===== config.mk =====
export PLATFORM = sky130hd
export DESIGN_NAME = resource_chain_validator
export DESIGN_NICKNAME = d
export VERILOG_FILES = /design/src/hdl/rcv_pkg.sv /design/src/hdl/rcv_core.sv /design/src/hdl/rcv_fifo.sv /design/src/hdl/resource_chain_validator.sv
export SDC_FILE = /design/constraint.sdc
export NUM_CORES = 1
export LEC_CHECK = 0
export BUFFER_PORTS_ARGS = -buffer_cell sky130_fd_sc_hd__buf_2
export CAP_MARGIN = 20
export CORE_MARGIN = 2
export CORE_UTILIZATION = 62
export DETAILED_ROUTE_END_ITERATION = 10
export PLACE_DENSITY = 0.78
export SLEW_MARGIN = 20
export SYNTH_ARGS = -nofsm -noshare
export SYNTH_HDL_FRONTEND = slang
export SYNTH_SLANG_ARGS = --single-unit

===== constraint.sdc =====
create_clock -name clk -period 5.8 [get_ports clk]
set_input_delay 0.58 -clock clk [delete_from_list [all_inputs] [get_ports clk]]
set_output_delay 0.58 -clock clk [all_outputs]
set_load 0.05 [all_outputs]

===== src/hdl/rcv_pkg.sv =====
package rcv_pkg;

    // Input and result word widths.
    localparam int unsigned WORD_W  = 32;
    localparam int unsigned TDATA_W = 72;

    // Result queue geometry.
    localparam int unsigned FIFO_DEPTH = 4;
    localparam int unsigned FIFO_AW    = 2;
    localparam int unsigned FIFO_CW    = 3;

    // Container limits and markers.
    localparam logic [31:0] TOTAL_MIN  = 32'd8;
    localparam logic [7:0]  COUNT_MAX  = 8'hFF;
    localparam logic [15:0] AUDIO_MARK = 16'h000c;

    // Resource type codes.
    localparam logic [3:0] RES_VIDEO = 4'd1;
    localparam logic [3:0] RES_AUDIO = 4'd2;
    localparam logic [3:0] RES_IMAGE = 4'd4;
    localparam logic [3:0] RES_TEXT  = 4'd5;

    // Result kinds.
    localparam logic KIND_DESC    = 1'b0;
    localparam logic KIND_VERDICT = 1'b1;

    // Verdict scores.
    localparam logic [1:0] SCORE_REJECT  = 2'd0;
    localparam logic [1:0] SCORE_QUARTER = 2'd1;
    localparam logic [1:0] SCORE_HALF    = 2'd2;
    localparam logic [1:0] SCORE_THREEQ  = 2'd3;

    typedef enum logic [2:0] {
        PH_TOTAL,
        PH_COUNT,
        PH_HEADER,
        PH_PAYLOAD,
        PH_DONE
    } phase_t;

    typedef struct packed {
        logic        kind;
        logic [3:0]  rtype;
        logic [31:0] offset;
        logic [29:0] nbytes;
        logic [1:0]  score;
        logic        last;
    } result_t;

    // Results produced by one processed word, in order.
    typedef struct packed {
        logic [1:0] count;
        result_t    first;
        result_t    second;
    } push_t;

endpackage


===== src/hdl/rcv_core.sv =====
module rcv_core (
    input  logic                      clk,
    input  logic                      rst_n,
    input  logic                      fire,
    input  logic [rcv_pkg::WORD_W-1:0] word,
    input  logic                      eos,
    output rcv_pkg::push_t            push
);

    rcv_pkg::phase_t phase_reg, phase_next;
    logic [31:0] pos_reg, pos_next;
    logic [31:0] total_reg, total_next;
    logic [7:0]  count_reg, count_next;
    logic [7:0]  hdr_reg, hdr_next;
    logic [27:0] left_reg, left_next;
    logic [1:0]  idx_reg, idx_next;
    logic        audio_pay_reg, audio_pay_next;
    logic        aud_verified_reg, aud_verified_next;

    logic [3:0]  hdr_type;
    logic [27:0] hdr_size;
    logic        type_ok;
    logic [31:0] end_h;
    logic [31:0] end_p;
    logic [31:0] end_sel;
    logic [31:0] total_plus4;
    logic [1:0]  full_score;
    logic        last_hdr;
    logic [7:0]  hdr_inc;
    logic [27:0] left_dec;
    logic        desc_v;
    logic        verd_v;
    logic        clear;
    logic [1:0]  verd_score;

    // Header fields and end-offset arithmetic.
    assign hdr_type    = word[31:28];
    assign hdr_size    = word[27:0];
    assign type_ok     = (hdr_type == rcv_pkg::RES_VIDEO) || (hdr_type == rcv_pkg::RES_AUDIO) ||
                         (hdr_type == rcv_pkg::RES_IMAGE) || (hdr_type == rcv_pkg::RES_TEXT);
    assign end_h       = pos_reg + 32'd4 + {2'b00, hdr_size, 2'b00};
    assign end_p       = pos_reg + {2'b00, left_reg, 2'b00};
    assign end_sel     = (phase_reg == rcv_pkg::PH_HEADER) ? end_h : end_p;
    assign total_plus4 = total_reg + 32'd4;
    assign full_score  = (end_sel == total_plus4) ? rcv_pkg::SCORE_THREEQ : rcv_pkg::SCORE_HALF;
    assign last_hdr    = (hdr_reg == count_reg);
    assign hdr_inc     = hdr_reg + 8'd1;
    assign left_dec    = left_reg - 28'd1;

    // Parser next state and result selection for one word.
    always_comb
    begin
        phase_next        = phase_reg;
        pos_next          = pos_reg;
        total_next        = total_reg;
        count_next        = count_reg;
        hdr_next          = hdr_reg;
        left_next         = left_reg;
        idx_next          = idx_reg;
        audio_pay_next    = audio_pay_reg;
        aud_verified_next = aud_verified_reg;
        desc_v            = 1'b0;
        verd_v            = 1'b0;
        verd_score        = rcv_pkg::SCORE_REJECT;
        clear             = 1'b0;

        if (fire)
        begin
            if (phase_reg == rcv_pkg::PH_DONE)
            begin
                clear = eos;
            end
            else if (eos && ((phase_reg == rcv_pkg::PH_TOTAL) ||
                             (phase_reg == rcv_pkg::PH_COUNT) ||
                             ((phase_reg == rcv_pkg::PH_HEADER) && (hdr_reg == 8'd0))))
            begin
                // The stream ended before any resource was seen.
                verd_v = 1'b1;
                clear  = 1'b1;
            end
            else
            begin
                pos_next = pos_reg + 32'd4;
                unique case (phase_reg)
                    rcv_pkg::PH_TOTAL:
                    begin
                        total_next = word;
                        if (word < rcv_pkg::TOTAL_MIN)
                        begin
                            verd_v = 1'b1;
                        end
                        else
                        begin
                            phase_next = rcv_pkg::PH_COUNT;
                        end
                    end
                    rcv_pkg::PH_COUNT:
                    begin
                        if ((word == 32'd0) || (word > {24'd0, rcv_pkg::COUNT_MAX}))
                        begin
                            verd_v = 1'b1;
                        end
                        else
                        begin
                            count_next = word[7:0];
                            phase_next = rcv_pkg::PH_HEADER;
                        end
                    end
                    rcv_pkg::PH_HEADER:
                    begin
                        if (!type_ok || (hdr_size == 28'd0) ||
                            ((hdr_type == rcv_pkg::RES_AUDIO) && (hdr_size < 28'd4)))
                        begin
                            verd_v = 1'b1;
                        end
                        else
                        begin
                            hdr_next = hdr_inc;
                            desc_v   = 1'b1;
                            if ((hdr_inc == count_reg) && (hdr_type != rcv_pkg::RES_AUDIO))
                            begin
                                verd_v     = 1'b1;
                                verd_score = full_score;
                            end
                            else
                            begin
                                phase_next     = rcv_pkg::PH_PAYLOAD;
                                left_next      = hdr_size;
                                idx_next       = 2'd0;
                                audio_pay_next = (hdr_type == rcv_pkg::RES_AUDIO);
                            end
                        end
                    end
                    rcv_pkg::PH_PAYLOAD:
                    begin
                        // Audio marker checks on the third and fourth payload words.
                        if (audio_pay_reg)
                        begin
                            if ((idx_reg == 2'd2) && (word != 32'd0))
                            begin
                                verd_v = 1'b1;
                            end
                            else if (idx_reg == 2'd3)
                            begin
                                if (word[15:0] != rcv_pkg::AUDIO_MARK)
                                begin
                                    verd_v = 1'b1;
                                end
                                else
                                begin
                                    aud_verified_next = 1'b1;
                                    audio_pay_next    = 1'b0;
                                    if (last_hdr)
                                    begin
                                        verd_v     = 1'b1;
                                        verd_score = full_score;
                                    end
                                end
                            end
                        end
                        // Skip one payload word.
                        if (!verd_v)
                        begin
                            if (idx_reg != 2'd3)
                            begin
                                idx_next = idx_reg + 2'd1;
                            end
                            left_next = left_dec;
                            if (left_dec == 28'd0)
                            begin
                                audio_pay_next = 1'b0;
                                if (last_hdr)
                                begin
                                    verd_v     = 1'b1;
                                    verd_score = full_score;
                                end
                                else
                                begin
                                    phase_next = rcv_pkg::PH_HEADER;
                                end
                            end
                        end
                    end
                    default:
                    begin
                    end
                endcase

                if (verd_v)
                begin
                    phase_next = rcv_pkg::PH_DONE;
                end

                // End of stream: clear the parser and give a verdict if none is given yet.
                if (eos)
                begin
                    clear = 1'b1;
                    if (!verd_v)
                    begin
                        verd_v = 1'b1;
                        if ((phase_next == rcv_pkg::PH_PAYLOAD) && (hdr_next == count_reg))
                        begin
                            verd_score = full_score;
                        end
                        else if (aud_verified_next || (hdr_next >= 8'd3))
                        begin
                            verd_score = rcv_pkg::SCORE_HALF;
                        end
                        else if (hdr_next >= 8'd1)
                        begin
                            verd_score = rcv_pkg::SCORE_QUARTER;
                        end
                        else
                        begin
                            verd_score = rcv_pkg::SCORE_REJECT;
                        end
                    end
                end
            end
        end

        if (clear)
        begin
            phase_next        = rcv_pkg::PH_TOTAL;
            pos_next          = 32'd0;
            total_next        = 32'd0;
            count_next        = 8'd0;
            hdr_next          = 8'd0;
            left_next         = 28'd0;
            idx_next          = 2'd0;
            audio_pay_next    = 1'b0;
            aud_verified_next = 1'b0;
        end
    end

    // Result words for the queue: descriptor first, verdict last.
    always_comb
    begin
        rcv_pkg::result_t desc;
        rcv_pkg::result_t verd;
        desc.kind   = rcv_pkg::KIND_DESC;
        desc.rtype  = hdr_type;
        desc.offset = pos_reg;
        desc.nbytes = {hdr_size, 2'b00};
        desc.score  = rcv_pkg::SCORE_REJECT;
        desc.last   = !verd_v;
        verd.kind   = rcv_pkg::KIND_VERDICT;
        verd.rtype  = 4'd0;
        verd.offset = 32'd0;
        verd.nbytes = 30'd0;
        verd.score  = verd_score;
        verd.last   = 1'b1;
        push.count  = {1'b0, desc_v} + {1'b0, verd_v};
        push.first  = desc_v ? desc : verd;
        push.second = verd;
    end

    // Parser state registers.
    always_ff @(posedge clk or negedge rst_n)
    begin
        if (!rst_n)
        begin
            phase_reg        <= rcv_pkg::PH_TOTAL;
            pos_reg          <= 32'd0;
            total_reg        <= 32'd0;
            count_reg        <= 8'd0;
            hdr_reg          <= 8'd0;
            left_reg         <= 28'd0;
            idx_reg          <= 2'd0;
            audio_pay_reg    <= 1'b0;
            aud_verified_reg <= 1'b0;
        end
        else
        begin
            phase_reg        <= phase_next;
            pos_reg          <= pos_next;
            total_reg        <= total_next;
            count_reg        <= count_next;
            hdr_reg          <= hdr_next;
            left_reg         <= left_next;
            idx_reg          <= idx_next;
            audio_pay_reg    <= audio_pay_next;
            aud_verified_reg <= aud_verified_next;
        end
    end

    // A word with two results is always a descriptor followed by a verdict.
    assert property (@(posedge clk) disable iff (!rst_n)
        (push.count == 2'd2) |->
            ((push.first.kind == rcv_pkg::KIND_DESC) &&
             (push.second.kind == rcv_pkg::KIND_VERDICT)))
        else $error("rcv_core: two results without descriptor then verdict");

    // The end of a stream always leaves the parser waiting for a new total.
    assert property (@(posedge clk) disable iff (!rst_n)
        (fire && eos) |=> (phase_reg == rcv_pkg::PH_TOTAL) && (pos_reg == 32'd0))
        else $error("rcv_core: state not cleared after end of stream");

endmodule


===== src/hdl/rcv_fifo.sv =====
module rcv_fifo (
    input  logic                        clk,
    input  logic                        rst_n,
    input  rcv_pkg::push_t              push,
    output logic                        room,
    output logic                        m_tvalid,
    input  logic                        m_tready,
    output logic [rcv_pkg::TDATA_W-1:0] m_tdata,  // type[3:0], offset[35:4], bytes[65:36], score[67:66]
    output logic                        m_tuser,  // result kind
    output logic                        m_tlast   // last result of its input word
);

    rcv_pkg::result_t mem [rcv_pkg::FIFO_DEPTH];
    logic [rcv_pkg::FIFO_AW-1:0] wr_ptr_reg;
    logic [rcv_pkg::FIFO_AW-1:0] rd_ptr_reg;
    logic [rcv_pkg::FIFO_CW-1:0] cnt_reg;
    logic                        pop;
    rcv_pkg::result_t            head;

    assign pop      = m_tvalid && m_tready;
    assign m_tvalid = (cnt_reg != '0);
    // Room for the two results a single word can cause.
    assign room     = (cnt_reg <= rcv_pkg::FIFO_CW'(rcv_pkg::FIFO_DEPTH - 2));

    // Output word from the head entry.
    assign head    = mem[rd_ptr_reg];
    assign m_tdata = {4'd0, head.score, head.nbytes, head.offset, head.rtype};
    assign m_tuser = head.kind;
    assign m_tlast = head.last;

    // Result storage, up to two writes per cycle.
    always_ff @(posedge clk)
    begin
        if (push.count != 2'd0)
        begin
            mem[wr_ptr_reg] <= push.first;
        end
        if (push.count == 2'd2)
        begin
            mem[wr_ptr_reg + rcv_pkg::FIFO_AW'(1)] <= push.second;
        end
    end

    // Pointers and fill level.
    always_ff @(posedge clk or negedge rst_n)
    begin
        if (!rst_n)
        begin
            wr_ptr_reg <= '0;
            rd_ptr_reg <= '0;
            cnt_reg    <= '0;
        end
        else
        begin
            wr_ptr_reg <= wr_ptr_reg + rcv_pkg::FIFO_AW'(push.count);
            rd_ptr_reg <= rd_ptr_reg + rcv_pkg::FIFO_AW'(pop);
            cnt_reg    <= cnt_reg + rcv_pkg::FIFO_CW'(push.count) - rcv_pkg::FIFO_CW'(pop);
        end
    end

    // The fill level never passes the depth.
    assert property (@(posedge clk) disable iff (!rst_n)
        cnt_reg <= rcv_pkg::FIFO_CW'(rcv_pkg::FIFO_DEPTH))
        else $error("rcv_fifo: fill level beyond depth");

    // Results are only pushed where they fit.
    assert property (@(posedge clk) disable iff (!rst_n)
        (push.count != 2'd0) |->
            ((cnt_reg + rcv_pkg::FIFO_CW'(push.count)) <= rcv_pkg::FIFO_CW'(rcv_pkg::FIFO_DEPTH)))
        else $error("rcv_fifo: push overflows the queue");

endmodule


===== src/hdl/resource_chain_validator.sv =====
// Resource chain validator.
// Slave channel: one little-endian 32-bit stream word per transfer in s_tdata,
// with s_tlast marking the final word of a stream. Master channel: result words,
// either a resource descriptor (m_tuser low: type, header byte offset, payload
// bytes) or the stream's final verdict (m_tuser high: score 0 to 3). m_tlast is
// set on the last result that an input word causes.
// Each accepted word is held in an input register and parsed once the queue has
// room; its zero, one or two results are then written to a four-entry result
// queue and offered from there.
// Throughput is one word per cycle while the queue drains; a held word is parsed
// only when the queue can hold two more results, so a stalled receiver holds off
// the sender after a few words and no result is ever lost.
// After the verdict, further words of the same stream are consumed silently.
// Reset, and the end of every stream, return the parser to waiting for the
// declared-total word at byte offset zero. Reset also empties the queue.
module resource_chain_validator (
    input  logic        clk,
    input  logic        rst_n,
    input  logic        s_tvalid,
    output logic        s_tready,
    input  logic [31:0] s_tdata,   // stream_word
    input  logic        s_tlast,   // end_of_stream
    output logic        m_tvalid,
    input  logic        m_tready,
    output logic [71:0] m_tdata,   // resource_type, resource_offset, resource_bytes, verdict_score
    output logic        m_tuser,   // result_kind
    output logic        m_tlast    // final_result
);

    logic                              in_valid_reg;
    logic [rcv_pkg::WORD_W-1:0]        word_reg;
    logic                              eos_reg;
    logic                              room;
    logic                              fire;
    rcv_pkg::push_t                    push;

    // A held word is parsed once the queue has room for its results.
    assign fire     = in_valid_reg && room;
    assign s_tready = !in_valid_reg || fire;

    // Input register control.
    always_ff @(posedge clk or negedge rst_n)
    begin
        if (!rst_n)
        begin
            in_valid_reg <= 1'b0;
        end
        else if (s_tready)
        begin
            in_valid_reg <= s_tvalid;
        end
    end

    // Input register payload.
    always_ff @(posedge clk)
    begin
        if (s_tvalid && s_tready)
        begin
            word_reg <= s_tdata;
            eos_reg  <= s_tlast;
        end
    end

    rcv_core u_core (
        .clk   (clk),
        .rst_n (rst_n),
        .fire  (fire),
        .word  (word_reg),
        .eos   (eos_reg),
        .push  (push)
    );

    rcv_fifo u_fifo (
        .clk      (clk),
        .rst_n    (rst_n),
        .push     (push),
        .room     (room),
        .m_tvalid (m_tvalid),
        .m_tready (m_tready),
        .m_tdata  (m_tdata),
        .m_tuser  (m_tuser),
        .m_tlast  (m_tlast)
    );

endmodule

* After elaboration in Yosys (flattened, before gate mapping)
Memory sizes are Yosys's and may differ from the RTL's. Cells that the tools add are included.
Storage, ports and cells: bits in registers 156, memory bits (writable) 280, input port bits 37, output and inout port bits 76, word-level logic and storage cells 241, memories 1
Memory list:
- u_fifo.mem | depth 4, width 70, rd ports 1, clocked after memory_dff 0, wr ports 2, RTL line rcv_fifo.sv:13 | rcv_pkg::result_t mem [rcv_pkg::FIFO_DEPTH];
Cells by class: $add $sub $neg 13, order comparisons 6, eq/ne operators 26, multiplexer cells 140, reduce and logical (&&, ||, !) cells 40
Operator list (number):
- 2-to-1 mux 32 bit | 10
- 2-to-1 mux 28 bit | 7
- 2-to-1 mux 8 bit | 15
- 2-to-1 mux 70 bit | 1
- adder 32 x 3 -> 32 bit, second input constant | 2
- adder 32 x 30 -> 32 bit | 2
- 2-to-1 mux 1 bit | 61
- zero test 28 bit | 2
- case mux 28 bit (2 select lines) | 1
- 2-to-1 mux 2 bit | 25
- 2-to-1 mux 3 bit | 15
- equality test 32 bit | 1
- greater-than comparator 32 x 8 -> 1 bit, second input constant | 1
- zero test 32 bit | 1
- less-than comparator 32 x 4 -> 1 bit, second input constant | 1
- nonzero test 32 bit | 1
- less-than comparator 28 x 3 -> 1 bit, second input constant | 1
- subtractor 28 x 1 -> 28 bit, second input constant | 1
- equality test 8 bit | 3
- inequality test 16 x 4 -> 1 bit, second input constant | 1
- case mux 3 bit (4 select lines) | 1
- logical OR 1 bit | 10
- equality test 3 x 2 -> 1 bit, second input constant | 3
- logical AND 1 bit | 9
- 35 further kinds | 50

* Longest topological paths before layout
depth after elaboration 28, gate-level depth with buffers 20, depth with buffers taken out 18

* Hierarchy
A second synthesis with hierarchy kept.
Second synthesis, totals: cells, all modules 2460, area total of the unflattened synthesis 27886.7 µm²
Modules (own cells, without submodules):
- rcv_fifo | times used 1, cells each 723, area each 13924.6 µm², sequential area each 8583.2 µm²
- rcv_core | times used 1, cells each 1699, area each 12911.1 µm², sequential area each 2827.7 µm²
- resource_chain_validator | times used 1, cells each 38, area each 1051.0 µm², sequential area each 1016.0 µm²

* Least setup slack after synthesis
No wires, ideal clock.
kind reg-to-reg, start register u_core.pos_reg[4], end memory u_fifo.mem[0][1] (netlist bit) (data pin), setup time 0.146 ns, data arrival time 4.335 ns, data required time 5.654 ns, setup slack 1.318 ns, stages on the path, launching flop included 21, buffers on the path 2, clock period less this slack 4.482 ns, cell sequence dfrtp_1 -> clkbuf_1 -> nand3_1 -> nor3_1 -> nand3_1 -> or3_1 -> clkbuf_1 -> nor2_1 -> xor2_1 -> ha_1 -> a21oi_1 -> o21a_1 -> nand3_1 -> or2_2 -> o211ai_1 -> nor2_1 -> mux2_2 -> a2111o_1 -> nor4_4 -> nand4_2 -> a21oi_1
RTL lines:
- start, declared | RTL line rcv_core.sv:11 | logic [31:0] pos_reg, pos_next;
- start signal, assigned | RTL line rcv_core.sv:276 | pos_reg <= pos_next;
- end, declared | RTL line rcv_fifo.sv:13

==> results.yml <==
die:
  die_area_um2: 39360
  rows: 71
  start_util_pct: 62.65
  dieHeight_um: 198.4
  core_area_um2: 37400
  io_pins: 113
  die_w_um: 198.4
worst_setup_path:
  required_ns: 6.24
  cp_data_arrival_time_ns: 6.06
  cp_max_fo: 9
  worstSetupPathType: "reg -> reg"
  crit_path_end_kind: "flop"
  rr_endpoint: "u_fifo.mem[1][1]"
  cp-start-kind: "flop"
  r2r_slack_ns: 0.18
  r2r.worst_path.cells: 17
  worstReg2RegStart: "u_core.pos_reg[5]"
timing:
  clock.fmax_mhz: 177.9
  whs_ns: 0.01215
  hold_violations: 0
  finalClockSkew_ns: 0.02051
  max-slew-margin-rel_pct: 29.48
  fin_crit_ns: 5.621
  fin_crit_sh_pct: 96.91
  rsz0062_at_grt: "no"
  tns_ns: 0
  max_slew.worst_pin.slew_ns: 1.055
  drv_slew: 0
  setup_viol: 0
yosys:
  avgSynthCellArea_um2: 9.817
  ys_seq_area_share_pct: 40.39
  synthCells: 2387
  ys_ff_latch: 422
  async_flop_share_pct: 28.67
  synth.largest_area_cell: "dfxtp_1"
  yosys_warnings: 0
  yosysUniqueCellTypes: 100
  yosys-top-cells-area: "dfxtp_1 22%, dfrtp_1 13%, a22o_1 10%, mux4_2 6.4%, edfxtp_1 5.3%"
  synth_edf_count: 41
  syn-cell-area_um2: 23430
  ys.flop_type: "dfxtp_1"
  synth_top_area_share_pct: 22.21
grt:
  grt_max_degree: 62
  globalRouteTotalUtil_pct: 37.61
  grt_pass1_wl_um: 113500
  grt_pass1_vias: 19376
  antenna_found_initial: 0
  overflow: 0
pwr:
  p_leak_nw: 10.59
  ir_worst_vdd_mv: 0.6046
  powerDensity_nw_per_um2: 403.1
routing:
  viasPerCell: 6.845
  drt_iter0_drc: 1889
  vias: 20260
  wl_per_cell_um: 24.99
  wl_um: 73980
  dr.pass1.iters: 6
  ant_nets: 0
  drc: 0
clock_network:
  path_clk_slew_ns: 0.06
  root_buffer: "clkbuf_16"
  cts_setup_buffers: 0
  cts.sinks: 422
  clk_path_buf_depth: 3
  cts_buffers: 45
  cts_tree: "yes"
  insertion_delay_ns: 0.59
  cts.htree.levels: 2
final_layout:
  utilization_pct: 69.36
  syn2layout_area_growth_pct: 10.70
  nets: 2538
  drive_above_1_share_pct: 15.52
  finalNonFillerCells: 2960
  largest_register_ff_count: 268
  antenna_cells: 0
min_path:
  hold_path.class: "in -> async"
place:
  port_buffers: 106
  dp_hpwl_um: 52780
  dp.cells: 2878
  globalplace.congestion: 0.9748
flow_run:
  drv_cap: 0
outcome:
  status: "complete, no violations"
## per-layer routing
layer  vias to the layer above  GRT usage, %  wire (um)
met2                      1043         58.19      33170
met4                         0         16.15       3198
met3                       149         6.121       6823
li1                       9073             -          -
met5                         -             0          0
met1                      9995         52.43      30780
## worst max-delay path, stage by stage, from the launching register on
cell      delay, ns
dfrtp_1        0.65
nand3_1        0.22
nor3_2         0.40
nand3_1        0.22
or3_1          0.45
nor2_1         0.18
xor2_1         0.35
ha_1           0.29
nand4_1        0.30
or3_1          0.42
a211o_1        0.29
o211ai_1       0.14
nor2_1         0.12
mux2_2         0.29
a2111o_1       0.33
nor4_4         0.38
nand4_2        0.22
a21oi_1        0.21
## synthesized netlist by cell type, drive strengths merged, types with 10 or more instances
master,number
a21oi,130
clkbuf,173
nor4,29
nand2b,13
edfxtp,41
nand4,39
o31ai,19
o21ai,109
and4,11
and2,29
dfxtp,260
inv,37
nor2,139
mux4,67
a211oi,23
o22ai,14
xor2,49
nand3,53
nand2,209
mux2i,23
buf,29
xnor2,85
nor3,51
o21a,10
o211ai,22
a31oi,24
and3,18
or3,14
or2,11
dfrtp,121
a21o,28
ha,84
a22o,272
## per-stage QoR
stage	power, mW	setup WS [ns]	cell area, um^2
6_report	10.46	0.1795	25940
5_1_grt	10.92	0.002030	25940
4_1_cts	10.40	0.03619	25930
3_5_place_dp	7.576	0.05207	24480
3_3_place_gp	7.484	0.1810	24470
2_1_floorplan	6.369	1.318	23450
## cell type report
class | instances | area [um^2]
Inverter | 37 | 138.9
Timing Repair Buffer | 177 | 1116
Fill cell | 2824 | 11460
Tap cell | 511 | 639.4
Multi-Input combinational cell | 1731 | 13120
Clock inverter | 19 | 168.9
Clock buffer | 63 | 1286
Sequential cell | 422 | 9470
## worst max path at each step
stage                      startpoint               end  cells after the start
finish              u_core.pos_reg[5]  u_fifo.mem[1][1]                     17
global route        u_core.pos_reg[5]  u_fifo.mem[1][1]                     17
CTS                 u_core.pos_reg[4]  u_fifo.mem[1][1]                     17
detailed placement  u_core.pos_reg[4]  u_fifo.mem[1][1]                     17
global placement    u_core.pos_reg[4]  u_fifo.mem[0][1]                     17
floorplan           u_core.pos_reg[4]  u_fifo.mem[0][1]                     20
## cells in the final DEF, fill, tap and decap left out, drive strengths merged, types with 8 or more instances in the layout
cell type  netlist  layout
or2             11      11
dfxtp          260     260
and4            11      11
a22oi            9       9
nand3           53      53
buf             29     177
ha              84      84
edfxtp          41      41
a31oi           24      24
a211oi          23      23
xor2            49      49
inv             37      45
a22o           272     272
nand2          209     209
a21oi          130     130
clkinv           0       9
o21ai          109     109
dfrtp          121     121
or4              9       9
or3             14      14
o21a            10      10
nor2b            8       8
nor3            51      51
mux2i           23      23
o31ai           19      19
and2            29      29
xnor2           85      85
and3            18      18
nand4           39      39
a21o            28      28
mux4            67      67
o22ai           14      14
nor2           139     139
nor4            29      29
o211ai          22      22
clkbuf         173      63
nand2b          13      13
## logic make-up after synthesis
group	count (synthesis)	synth area share [%]
xor+xnor	139	5.489
simple gates	668	14.61
compound gates	739	23.17
fa+ha+maj	87	4.742
other cells	1	0.01600
mux	92	7.518
buf+inv	239	4.063
flops	422	40.39
## report_power, final
group          total [mW]  leakage (nW)  switching [mW]  internal (mW)
clock                2.84         0.724            1.23           1.62
sequential           3.95          4.09           0.675           3.27
combinational        3.67          5.78            2.33           1.34
total                10.5          10.6            4.23           6.23
## repair_timing
item,in CTS,in global routing
hold buffers,0,0
endpoints found under the setup margin,0,4
resized for setup,0,2
Power figures use the tool's default switching activity.
